==> src/stream_find_replace_assert.svh <==
// Assertion macros shared by the stream find-and-replace RTL.
`ifndef STREAM_FIND_REPLACE_ASSERT_SVH
`define STREAM_FIND_REPLACE_ASSERT_SVH

// Same-cycle implication, disabled while reset is asserted.
`define SFR_ASSERT_NOW(label, clk, rst_n, ante, cons) \
    label: assert property (@(posedge clk) disable iff (!(rst_n)) (ante) |-> (cons)) \
        else $error("same-cycle check failed");

// Next-cycle implication, disabled while reset is asserted.
`define SFR_ASSERT_NEXT(label, clk, rst_n, ante, cons) \
    label: assert property (@(posedge clk) disable iff (!(rst_n)) (ante) |=> (cons)) \
        else $error("next-cycle check failed");

`endif

==> src/sfr_pkg.sv <==
// Shared constants, types and register codes for the stream find-and-replace block.
package sfr_pkg;

    localparam int PATTERN_MAX = 8;
    localparam int REPLACE_MAX = 8;
    localparam int COUNT_WIDTH = 16;
    localparam int BYTE_W      = 8;
    localparam int DATA_W      = 64;
    localparam int LEN_W       = 4;
    localparam int FILL_W      = $clog2(PATTERN_MAX);
    localparam int SRC_MAX     = (PATTERN_MAX > REPLACE_MAX) ? PATTERN_MAX : REPLACE_MAX;
    // Worst case per input: a full set of bytes followed by the end marker.
    localparam int OQ_DEPTH    = SRC_MAX + 1;
    localparam int NUM_W       = $clog2(OQ_DEPTH + 1);
    localparam int IDX_W       = 2;

    // Configuration register indexes.
    typedef enum logic [IDX_W-1:0] {
        CFG_PAT_BYTES = 2'd0,
        CFG_PAT_LEN   = 2'd1,
        CFG_REP_BYTES = 2'd2,
        CFG_REP_LEN   = 2'd3
    } t_cfg_idx;

    // One result entry of the output queue.
    typedef struct packed {
        logic [BYTE_W-1:0]      data;
        logic                   marker;
        logic [COUNT_WIDTH-1:0] total;
        logic                   last;
    } t_result;

endpackage

==> src/sfr_win_cell.sv <==
// One byte cell of the matching window: holds a byte, compares it, shifts toward the head.
module sfr_win_cell (
    input  logic                       i_clk,
    input  logic                       i_en,
    input  logic                       i_load,
    input  logic                       i_shift,
    input  logic                       i_active,
    input  logic [sfr_pkg::BYTE_W-1:0] i_byte,
    input  logic [sfr_pkg::BYTE_W-1:0] i_next,
    input  logic [sfr_pkg::BYTE_W-1:0] i_pat,
    output logic [sfr_pkg::BYTE_W-1:0] o_byte,
    output logic                       o_match
);
    import sfr_pkg::*;

    logic [BYTE_W-1:0] r_byte;
    logic [BYTE_W-1:0] n_byte;

    // The cell's view after the incoming byte is written at the fill position.
    assign o_byte  = i_load ? i_byte : r_byte;
    assign o_match = !i_active || (o_byte == i_pat);

    // On a mismatch the window drops its oldest byte, so each cell takes its neighbor's byte.
    assign n_byte = i_shift ? i_next : o_byte;

    always_ff @(posedge i_clk) begin
        if (i_en) begin
            r_byte <= n_byte;
        end
    end

endmodule

==> src/sfr_out_cell.sv <==
// One entry of the output queue: loads a new result or takes its neighbor's entry on a transfer.
module sfr_out_cell (
    input  logic             i_clk,
    input  logic             i_rst_n,
    input  logic             i_load,
    input  logic             i_load_vld,
    input  sfr_pkg::t_result i_load_res,
    input  logic             i_pop,
    input  logic             i_next_vld,
    input  sfr_pkg::t_result i_next_res,
    output logic             o_vld,
    output sfr_pkg::t_result o_res
);
    import sfr_pkg::*;

    logic    r_vld;
    logic    n_vld;
    t_result r_res;
    t_result n_res;

    // A load only happens when the queue is empty after this cycle's transfer.
    always_comb begin
        n_vld = r_vld;
        n_res = r_res;
        if (i_load) begin
            n_vld = i_load_vld;
            n_res = i_load_res;
        end else if (i_pop) begin
            n_vld = i_next_vld;
            n_res = i_next_res;
        end
    end

    always_ff @(posedge i_clk) begin
        if (!i_rst_n) begin
            r_vld <= 1'b0;
        end else begin
            r_vld <= n_vld;
        end
    end

    always_ff @(posedge i_clk) begin
        r_res <= n_res;
    end

    assign o_vld = r_vld;
    assign o_res = r_res;

endmodule

==> src/stream_find_replace.sv <==
// Top level of the streaming find-and-replace block: config, window chain and output queue.
//
// Usage: text bytes enter on the input channel (i_in_valid / o_in_ready), one per transfer,
// with i_text_end set on the final byte of a text. Results leave on the output channel
// (o_out_valid / i_out_ready): text bytes, then an end marker carrying the number of
// replacements made in that text. o_run_last flags the last result caused by an input.
// Configuration is written through i_cfg_we / i_cfg_idx / i_cfg_wdata while the block is idle;
// writing the pattern length empties the window.
// Results of an input appear in the cycle after its transfer. Bytes that may still start
// a match are held in an eight-cell window, so plain bytes lag by fewer inputs than the
// pattern length. One input per cycle while each input yields at most one result and the
// receiver is ready. After an input with several results (a replacement burst or a flush
// with end marker, at most nine), the next input is taken as its last result transfers.
// A receiver stall holds the queue and therefore the input; nothing is dropped.
// Reset clears the configuration, the window fill, the match counter and the output queue.
`include "stream_find_replace_assert.svh"

module stream_find_replace (
    input  logic                            i_clk,
    input  logic                            i_rst_n,
    input  logic                            i_cfg_we,
    input  logic [sfr_pkg::IDX_W-1:0]       i_cfg_idx,
    input  logic [sfr_pkg::DATA_W-1:0]      i_cfg_wdata,
    input  logic                            i_in_valid,
    output logic                            o_in_ready,
    input  logic [sfr_pkg::BYTE_W-1:0]      i_text_byte,
    input  logic                            i_text_end,
    output logic                            o_out_valid,
    input  logic                            i_out_ready,
    output logic [sfr_pkg::BYTE_W-1:0]      o_out_byte,
    output logic                            o_is_marker,
    output logic [sfr_pkg::COUNT_WIDTH-1:0] o_match_total,
    output logic                            o_run_last
);
    import sfr_pkg::*;

    logic [DATA_W-1:0]      r_pat;
    logic [DATA_W-1:0]      r_rep;
    logic [LEN_W-1:0]       r_plen;
    logic [LEN_W-1:0]       r_rlen;
    logic [FILL_W-1:0]      r_fill;
    logic [FILL_W-1:0]      n_fill;
    logic [COUNT_WIDTH-1:0] r_cnt;
    logic [COUNT_WIDTH-1:0] n_cnt;

    logic [LEN_W-1:0]       eff_len;
    logic [LEN_W-1:0]       eff_rlen;
    logic                   acc;
    logic                   pop;
    logic                   full;
    logic                   hit;
    logic                   shift;
    logic                   match_all;
    logic [NUM_W-1:0]       nb;
    logic [NUM_W-1:0]       num;
    logic [COUNT_WIDTH-1:0] tot;

    logic [BYTE_W-1:0]      w_byte [PATTERN_MAX];
    logic [PATTERN_MAX-1:0] w_match;
    logic [BYTE_W-1:0]      src    [SRC_MAX];

    logic                   q_vld  [OQ_DEPTH];
    t_result                q_res  [OQ_DEPTH];
    logic                   ld_vld [OQ_DEPTH];
    t_result                ld_res [OQ_DEPTH];
    logic [OQ_DEPTH-1:0]    q_vld_vec;

    // Configuration registers.
    always_ff @(posedge i_clk) begin
        if (!i_rst_n) begin
            r_pat  <= '0;
            r_plen <= '0;
            r_rep  <= '0;
            r_rlen <= '0;
        end else if (i_cfg_we) begin
            case (t_cfg_idx'(i_cfg_idx))
                CFG_PAT_BYTES: r_pat  <= i_cfg_wdata;
                CFG_PAT_LEN:   r_plen <= i_cfg_wdata[LEN_W-1:0];
                CFG_REP_BYTES: r_rep  <= i_cfg_wdata;
                CFG_REP_LEN:   r_rlen <= i_cfg_wdata[LEN_W-1:0];
                default: ;
            endcase
        end
    end

    // Oversized lengths are clamped to the window and replacement sizes.
    assign eff_len  = (r_plen > LEN_W'(PATTERN_MAX)) ? LEN_W'(PATTERN_MAX) : r_plen;
    assign eff_rlen = (r_rlen > LEN_W'(REPLACE_MAX)) ? LEN_W'(REPLACE_MAX) : r_rlen;

    // Handshakes: a new input is taken only when the queue is empty after this cycle.
    assign pop        = q_vld[0] && i_out_ready;
    assign o_in_ready = !q_vld[0] || (i_out_ready && !q_vld[1]);
    assign acc        = i_in_valid && o_in_ready;

    // Window chain. With an empty pattern the fill stays at zero, so cell zero shows the
    // incoming byte and the pass-through case reads it from there.
    for (genvar i = 0; i < PATTERN_MAX; i++) begin : g_win
        logic [BYTE_W-1:0] nxt;
        if (i == PATTERN_MAX - 1) begin : g_end
            assign nxt = '0;
        end else begin : g_mid
            assign nxt = w_byte[i+1];
        end
        sfr_win_cell u_cell (
            .i_clk    (i_clk),
            .i_en     (acc),
            .i_load   (r_fill == FILL_W'(i)),
            .i_shift  (shift),
            .i_active (LEN_W'(i) < eff_len),
            .i_byte   (i_text_byte),
            .i_next   (nxt),
            .i_pat    (r_pat[BYTE_W*i +: BYTE_W]),
            .o_byte   (w_byte[i]),
            .o_match  (w_match[i])
        );
    end

    assign match_all = &w_match;
    assign full      = (eff_len != '0) && ((LEN_W'(r_fill) + LEN_W'(1)) == eff_len);
    assign hit       = full && match_all;
    assign shift     = full && !match_all;

    // Byte source for the results of this input: replacement on a match, else the window.
    for (genvar k = 0; k < SRC_MAX; k++) begin : g_src
        logic [BYTE_W-1:0] rep_b;
        logic [BYTE_W-1:0] win_b;
        if (k < REPLACE_MAX) begin : g_rep
            assign rep_b = r_rep[BYTE_W*k +: BYTE_W];
        end else begin : g_norep
            assign rep_b = '0;
        end
        if (k < PATTERN_MAX) begin : g_w
            assign win_b = w_byte[k];
        end else begin : g_now
            assign win_b = '0;
        end
        assign src[k] = hit ? rep_b : win_b;
    end

    // Number of text bytes this input releases.
    always_comb begin
        if (eff_len == '0) begin
            nb = NUM_W'(1);
        end else if (hit) begin
            nb = NUM_W'(eff_rlen);
        end else if (i_text_end) begin
            nb = NUM_W'(r_fill) + NUM_W'(1);
        end else if (full) begin
            nb = NUM_W'(1);
        end else begin
            nb = '0;
        end
    end

    assign num = nb + NUM_W'(i_text_end);
    assign tot = (hit && (r_cnt != '1)) ? r_cnt + COUNT_WIDTH'(1) : r_cnt;

    // Next window fill and match counter.
    always_comb begin
        n_fill = r_fill;
        if (acc && (eff_len != '0)) begin
            if (i_text_end || hit) begin
                n_fill = '0;
            end else if (full) begin
                n_fill = FILL_W'(eff_len - LEN_W'(1));
            end else begin
                n_fill = r_fill + FILL_W'(1);
            end
        end else if (acc) begin
            n_fill = '0;
        end
        n_cnt = r_cnt;
        if (acc) begin
            n_cnt = i_text_end ? '0 : tot;
        end
    end

    always_ff @(posedge i_clk) begin
        if (!i_rst_n) begin
            r_fill <= '0;
            r_cnt  <= '0;
        end else begin
            r_cnt  <= n_cnt;
            if (i_cfg_we && (t_cfg_idx'(i_cfg_idx) == CFG_PAT_LEN)) begin
                r_fill <= '0;
            end else begin
                r_fill <= n_fill;
            end
        end
    end

    // Output queue: entry k of this input's results, then the cell row that holds them.
    for (genvar k = 0; k < OQ_DEPTH; k++) begin : g_oq
        logic    nxt_vld;
        t_result nxt_res;
        if (k < SRC_MAX) begin : g_b
            assign ld_res[k].data = (NUM_W'(k) < nb) ? src[k] : '0;
        end else begin : g_nb
            assign ld_res[k].data = '0;
        end
        assign ld_res[k].marker = i_text_end && (NUM_W'(k) == nb);
        assign ld_res[k].total  = tot;
        assign ld_res[k].last   = (NUM_W'(k) + NUM_W'(1)) == num;
        assign ld_vld[k]        = NUM_W'(k) < num;

        if (k == OQ_DEPTH - 1) begin : g_end
            assign nxt_vld = 1'b0;
            assign nxt_res = '0;
        end else begin : g_mid
            assign nxt_vld = q_vld[k+1];
            assign nxt_res = q_res[k+1];
        end

        sfr_out_cell u_cell (
            .i_clk      (i_clk),
            .i_rst_n    (i_rst_n),
            .i_load     (acc),
            .i_load_vld (ld_vld[k]),
            .i_load_res (ld_res[k]),
            .i_pop      (pop),
            .i_next_vld (nxt_vld),
            .i_next_res (nxt_res),
            .o_vld      (q_vld[k]),
            .o_res      (q_res[k])
        );
        assign q_vld_vec[k] = q_vld[k];
    end

    // Output ports come straight from the head entry's registers.
    assign o_out_valid   = q_vld[0];
    assign o_out_byte    = q_res[0].data;
    assign o_is_marker   = q_res[0].marker;
    assign o_match_total = q_res[0].total;
    assign o_run_last    = q_res[0].last;

    // The queue stays packed toward its head.
    `SFR_ASSERT_NOW(a_queue_packed, i_clk, i_rst_n, !q_vld[0], q_vld_vec == '0)
    // An input is taken only when at most the head entry remains.
    `SFR_ASSERT_NOW(a_ready_room, i_clk, i_rst_n, o_in_ready, $countones(q_vld_vec) <= 1)
    // The window never holds a full pattern between inputs.
    `SFR_ASSERT_NOW(a_fill_bound, i_clk, i_rst_n, eff_len != '0, LEN_W'(r_fill) < eff_len)
    // The end marker closes the results of its input.
    `SFR_ASSERT_NOW(a_marker_last, i_clk, i_rst_n, o_out_valid && o_is_marker, o_run_last)
    // The final byte of a text empties the window and clears the counter.
    `SFR_ASSERT_NEXT(a_end_flush, i_clk, i_rst_n, acc && i_text_end, (r_fill == '0) && (r_cnt == '0))

endmodule
==> config.mk <==
export PLATFORM = sky130hd
export DESIGN_NAME = stream_find_replace
export DESIGN_NICKNAME = d
export VERILOG_FILES = /design/src/sfr_pkg.sv /design/src/sfr_win_cell.sv /design/src/sfr_out_cell.sv /design/src/stream_find_replace.sv
export VERILOG_INCLUDE_DIRS = /design/src /design/src/src
export SDC_FILE = /design/constraint.sdc
export NUM_CORES = 1
export LEC_CHECK = 0
export BUFFER_PORTS_ARGS = -buffer_cell sky130_fd_sc_hd__buf_2
export CORE_MARGIN = 2
export CORE_UTILIZATION = 60
export CTS_CLUSTER_SIZE = 20
export DETAILED_ROUTE_END_ITERATION = 10
export GPL_TIMING_DRIVEN = 0
export PLACE_DENSITY = 0.87
export RECOVER_POWER = 25
export SETUP_SLACK_MARGIN = 0.1
export SLEW_MARGIN = 20
export SYNTH_ARGS = -nofsm -noshare
export SYNTH_HDL_FRONTEND = slang
export SYNTH_HIERARCHICAL = 1
export SYNTH_SLANG_ARGS = --single-unit
==> constraint.sdc <==
create_clock -name i_clk -period 4.85 [get_ports i_clk]
set_input_delay 0 -clock i_clk [delete_from_list [all_inputs] [get_ports i_clk]]
set_output_delay 0 -clock i_clk [all_outputs]
set_load 0.01 [all_outputs]
== Yosys cells after proc, flatten, opt, wreduce, memory -nomap -nowiden ==
Index checks and enable logic that the tools add are counted.

* ROM bits: 0
* Latch bits: 0
* RAM bits: 0
* Memories kept: 0
* Bits in registers: 454

* Bitwise gates (word level): 1
* Shift-type cells: 0
* $mul: 0
* Multiplexer cells: 79
* Eq/ne operators: 37
* Order comparisons: 27
* Add/sub/neg operators: 5
* Reductions and logical operators: 52
* Div/mod/pow operators: 0

{| class="wikitable"
|+ Operators by type and width
! cell !! count
|-
| 2-to-1 mux 26 bit || 16
|-
| 2-to-1 mux 8 bit || 31
|-
| == test 8 bit || 8
|-
| < comparator 3 x 4 -> 1 bit, first input constant || 12
|-
| 2-to-1 mux 18 bit || 2
|-
| == test 3 x 4 -> 1 bit, first input constant || 8
|-
| 2-to-1 mux 16 bit || 2
|-
| < comparator 1 x 4 -> 1 bit, first input constant || 6
|-
| < comparator 2 x 4 -> 1 bit, first input constant || 6
|-
| 2-to-1 mux 4 bit || 5
|-
| 2-to-1 mux 1 bit || 19
|-
| logical AND 1 bit || 18
|-
| adder 16 x 1 -> 16 bit, second input constant || 1
|-
| == test 2 x 4 -> 1 bit, first input constant || 4
|-
| != test 16 bit, second input constant || 1
|-
| == test 3 bit, second input constant || 4
|-
| == test 4 bit, first input constant || 3
|-
| 2-to-1 mux 3 bit || 4
|-
| logical NOT 1 bit || 11
|-
| logical OR 1 bit || 10
|-
| == test 1 x 4 -> 1 bit, first input constant || 2
|-
| > comparator 4 bit, second input constant || 2
|-
| logical NOT 4 bit || 2
|-
| AND reduction 2 bit || 4
|-
| 17 further kinds || 20
|}

== Logic depth before layout (Yosys ltp) ==
* Word-level depth: 12
* Gate-level depth with buffers: 23
* Gate-level depth less buffers: 21

== By module ==
The synthesis kept the hierarchy.

{| class="wikitable"
|+ By module, submodules not included
! module !! cells each !! area each (µm²) !! seq. area each (µm²) !! instances
|-
| sfr_out_cell || 60 || 1184.9 || 800.8 || 9
|-
| stream_find_replace || 1103 || 8185.4 || 3103.0 || 1
|-
| sfr_win_cell || 37 || 560.5 || 240.2 || 8
|}

== Least setup slack after synthesis ==
Ideal clock, no wire load.

* Path kind: reg2reg
* Start point: register r_fill[0]
* End point: register g_oq[6].u_cell.r_res, in the netlist g_oq[6].u_cell/o_res[0], data pin
* Data required time: 4590 ps
* Stages on the path, launching flop included: 24
* Setup slack: 565 ps
* Arrival time: 4025 ps
* Path buffers: 2
* Cell sequence: dfxtp_1 -> inv_1 -> ha_1 -> and2_1 -> buf_6 -> mux2_4 -> xnor2_1 -> nand4_1 -> o21ai_1 -> nand4_1 -> or2_2 -> mux2_2 -> mux2i_1 -> nand2_1 -> ha_1 -> clkbuf_1 -> nand2_1 -> nor3_1 -> mux2i_1 -> nor2_1 -> and2b_1 -> inv_2 -> nor2_1 -> mux2_2

{| class="wikitable"
|+ RTL lines
! what !! RTL line !! text
|-
| from (decl) || stream_find_replace.sv:41 || <nowiki>logic [FILL_W-1:0] r_fill;</nowiki>
|-
| from (signal assigned) || stream_find_replace.sv:187 || <nowiki>r_fill <= n_fill;</nowiki>
|-
| to (signal assigned) || sfr_out_cell.sv:43 || <nowiki>r_res <= n_res;</nowiki>
|-
| to (decl) || sfr_out_cell.sv:18 || <nowiki>t_result r_res;</nowiki>
|}

==> impl_metrics.json <==
{
  "start_util": 0.605,
  "fp.dieH_um": 201,
  "grt_pass1_wl_um": 94600,
  "min-delay-start": "i_cfg_we",
  "drive_gt1_frac": 0.303,
  "hpwlAfterDp_um": 41100,
  "syn_area_per_cell_sq_um": 12.0,
  "tightest_slew_ns": 1.79,
  "first_global_vias": 16888,
  "timing.fmax_mhz": 209,
  "ir_drop_mv": 0.232,
  "ys_async_sr_fraction": 0,
  "hold_viol_final": 0,
  "synth_cell_type_count": 76,
  "drcViolationCount": 0,
  "top_level_ports": 108,
  "power_mw": 9.65,
  "start_kind": "flop",
  "status": "complete, but fails checks",
  "critPathRequiredTime_ns": 5.18,
  "rsz0062_at_grt": "yes",
  "setup-violations-final": 0,
  "skew_ns": 0.0291,
  "io_buffers": 107,
  "synth_edf_count": 298,
  "period_needed_ns": 4.78,
  "cpMaxStageDelayCell": "nor4_1",
  "die_area_sq_um": 40500,
  "finalSetupTns_ns": 0,
  "min_path_cells": 5,
  "synth_area_leader_cell": "edfxtp_1",
  "ys.flop_type": "edfxtp_1",
  "synth_top_area_frac": 0.384,
  "synth_seq_cells": 462,
  "path_clk_slew_ns": 0.06,
  "cts_buffers": 47,
  "vias_per_cell": 6.04,
  "reg2reg_depth": 16,
  "crit_family": "simple AND/OR/NAND/NOR gates",
  "min_period_over_period": 0.986,
  "num-nets-final": 2313,
  "clock_path_buffers": 3,
  "drt_wl_total_um": 61900,
  "synth_area_sq_um": 23300,
  "clockRootBuffer": "clkbuf_16",
  "cts_tree": "done",
  "arrival_ns": 5.11,
  "worst_hold_path.endpoint": "r_rep[46]",
  "synthTopCellsByCount": "nand2_1, edfxtp_1, mux2_2",
  "slew_violations": 11,
  "p_leak_nw": 10.4,
  "num_rows": 72,
  "failed_checks": "capacitance limit, slew limit",
  "yosysSeqAreaShare": 0.524,
  "clock_latency_ns": 0.59,
  "ant_nets": 0,
  "regToRegStartpoint": "r_fill[1]",
  "critPathKind": "flop to flop",
  "reg2reg_to": "g_oq[2].u_cell/o_res[11]",
  "num_vias": 16777,
  "crit_buf_inv": 4,
  "synth_most_common_cell": "nand2_1",
  "r2r_setup_slack_ns": 0.07,
  "cts_sinks": 462,
  "netlist_instances": 1939,
  "power_density_nw_per_um2": 354,
  "syn2layout_area_growth_pct": 16.9,
  "place_congestion": 0.932,
  "min-delay-path-class": "input pin to flop",
  "grt_usage": 0.300,
  "grt_antenna_before_repair": 1,
  "yosys_warnings": 6,
  "synth_area_leaders": "edfxtp_1, dfxtp_1, mux2_2, mux2_4, nand2_1",
  "grt-ovfl-total": 0,
  "crit_path_cell_trace": "ha_2, ha_1, buf_6, mux2_4, xnor2_1, nand4_1, o21ai_2, nand4_1, buf_4, buf_4, nor3_2, o221ai_2, buf_6, nor4_1, xor2_2, mux2_2",
  "max_stage_delay_ns": 0.65,
  "grt_start_max_net_pins": 56,
  "path_depth": 16,
  "coreArea_sq_um": 38600,
  "wl_per_cell_um": 22.3,
  "drt_iter0_drc": 2001,
  "drtPass1Iterations": 6,
  "die_x_um": 201,
  "slew_headroom": -0.204,
  "cp_max_fo": 10,
  "fin_util": 0.708,
  "drv_cap": 1,
  "crit_path_end_kind": "flop",
  "htreeDepth": 2
}
[metrics by stage]
step | hold slack (ns) | std cells | area (sq um) | setup slack [ns]
global placement | 0.265 | 2606 | 24700 | -0.324
detailed placement | 0.273 | 2607 | 24700 | -0.475
global route | 0.0636 | 2779 | 27300 | -0.0661
floorplan | 0.133 | 1981 | 23500 | 0.565
finish | 0.0487 | 2779 | 27300 | 0.0682
CTS | 0.0000174 | 2768 | 27100 | 0.0676
[worst reg2reg max path, cell delays in order, from the launching register on]
cell and delay [ns]:
dfxtp_4 0.38, ha_2 0.22, ha_1 0.18, buf_6 0.16, mux2_4 0.36, xnor2_1 0.20, nand4_1 0.23, o21ai_2 0.21
nand4_1 0.21, buf_4 0.21, buf_4 0.13, nor3_2 0.16, o221ai_2 0.26, buf_6 0.26, nor4_1 0.66, xor2_2 0.34
mux2_2 0.37
[worst max-delay path by stage]
stage,to,slack [ns],startpoint
6_report,g_oq[2].u_cell/o_res[11],0.07,r_fill[1]
5_1_grt,g_oq[0].u_cell/o_res[11],-0.07,r_fill[0]
4_1_cts,g_oq[6].u_cell/o_res[0],0.07,r_fill[0]
3_5_place_dp,g_oq[6].u_cell/o_res[0],-0.47,r_fill[0]
3_3_place_gp,g_oq[0].u_cell/o_res[0],-0.32,r_fill[0]
2_1_floorplan,g_oq[6].u_cell/o_res[0],0.57,r_fill[0]
[repair_timing]
action	4_1_cts	5_1_grt
hold buffers	69	0
resized for setup	21	40
buffers inserted	7	11
setup endpoints to repair	74	150
pin swaps	8	15
hold endpoints to repair	145	0
[cell usage in the layout (no fill, tap or decap), drive strengths merged, types with 10 or more instances in the layout]
| cell | count |
|---|---|
| nand2b | 10 |
| edfxtp | 298 |
| nor2b | 21 |
| and2 | 11 |
| o21ai | 32 |
| mux2i | 15 |
| xnor2 | 72 |
| clkinv | 15 |
| nand3 | 13 |
| mux2 | 376 |
| a21oi | 72 |
| buf | 144 |
| or2 | 13 |
| clkbuf | 166 |
| dfxtp | 164 |
| nor3 | 12 |
| xor2 | 11 |
| inv | 13 |
| nand4 | 22 |
| dlygate4sd3 | 69 |
| conb | 43 |
| a21boi | 133 |
| nand2 | 413 |
| nor2 | 36 |
[area by class of cell]
cell class,instances,area (sq um)
clock inverters,19,169
diodes,1,2.50
inverters,13,51.3
fillers,2411,11300
clock buffers,66,1380
well taps,518,648
flip-flops and latches,462,12200
repair buffers,195,1330
multi-input cells,1387,10800
plain buffers,118,693
[sequential cells by signal (all words and copies together) (netlist names), 4 cells and up]
register / flops
r_cnt: 16
r_plen: 4
r_pat: 64
g_win.u_cell/r_byte: 64
g_oq.u_cell/o_vld: 9
g_oq.u_cell/o_res: 234
r_rep: 64
r_rlen: 4
[kinds of logic after synthesis]
family,after synthesis,share of synthesized area
simple gates,583,0.113
flops,462,0.524
mux,391,0.210
compound gates,278,0.0822
buf+inv,132,0.0316
xor+xnor,83,0.0340
fa+ha+maj,9,0.00483
other cells,1,0.000161
[report_power, final]
group / internal (mW) / switching, mW
Combinational: 0.593 / 0.664
Sequential: 4.61 / 0.118
Clock: 2.14 / 1.52
Total: 7.35 / 2.30
[routing by layer]
| metal | wire length, um | global-route usage |
|---|---|---|
| met3 | 6220 | 0.0617 |
| met1 | 24100 | 0.393 |
| met5 | 0 | 0 |
| met4 | 2900 | 0.120 |
| met2 | 28700 | 0.491 |
(Power assumes the default switching activity.)
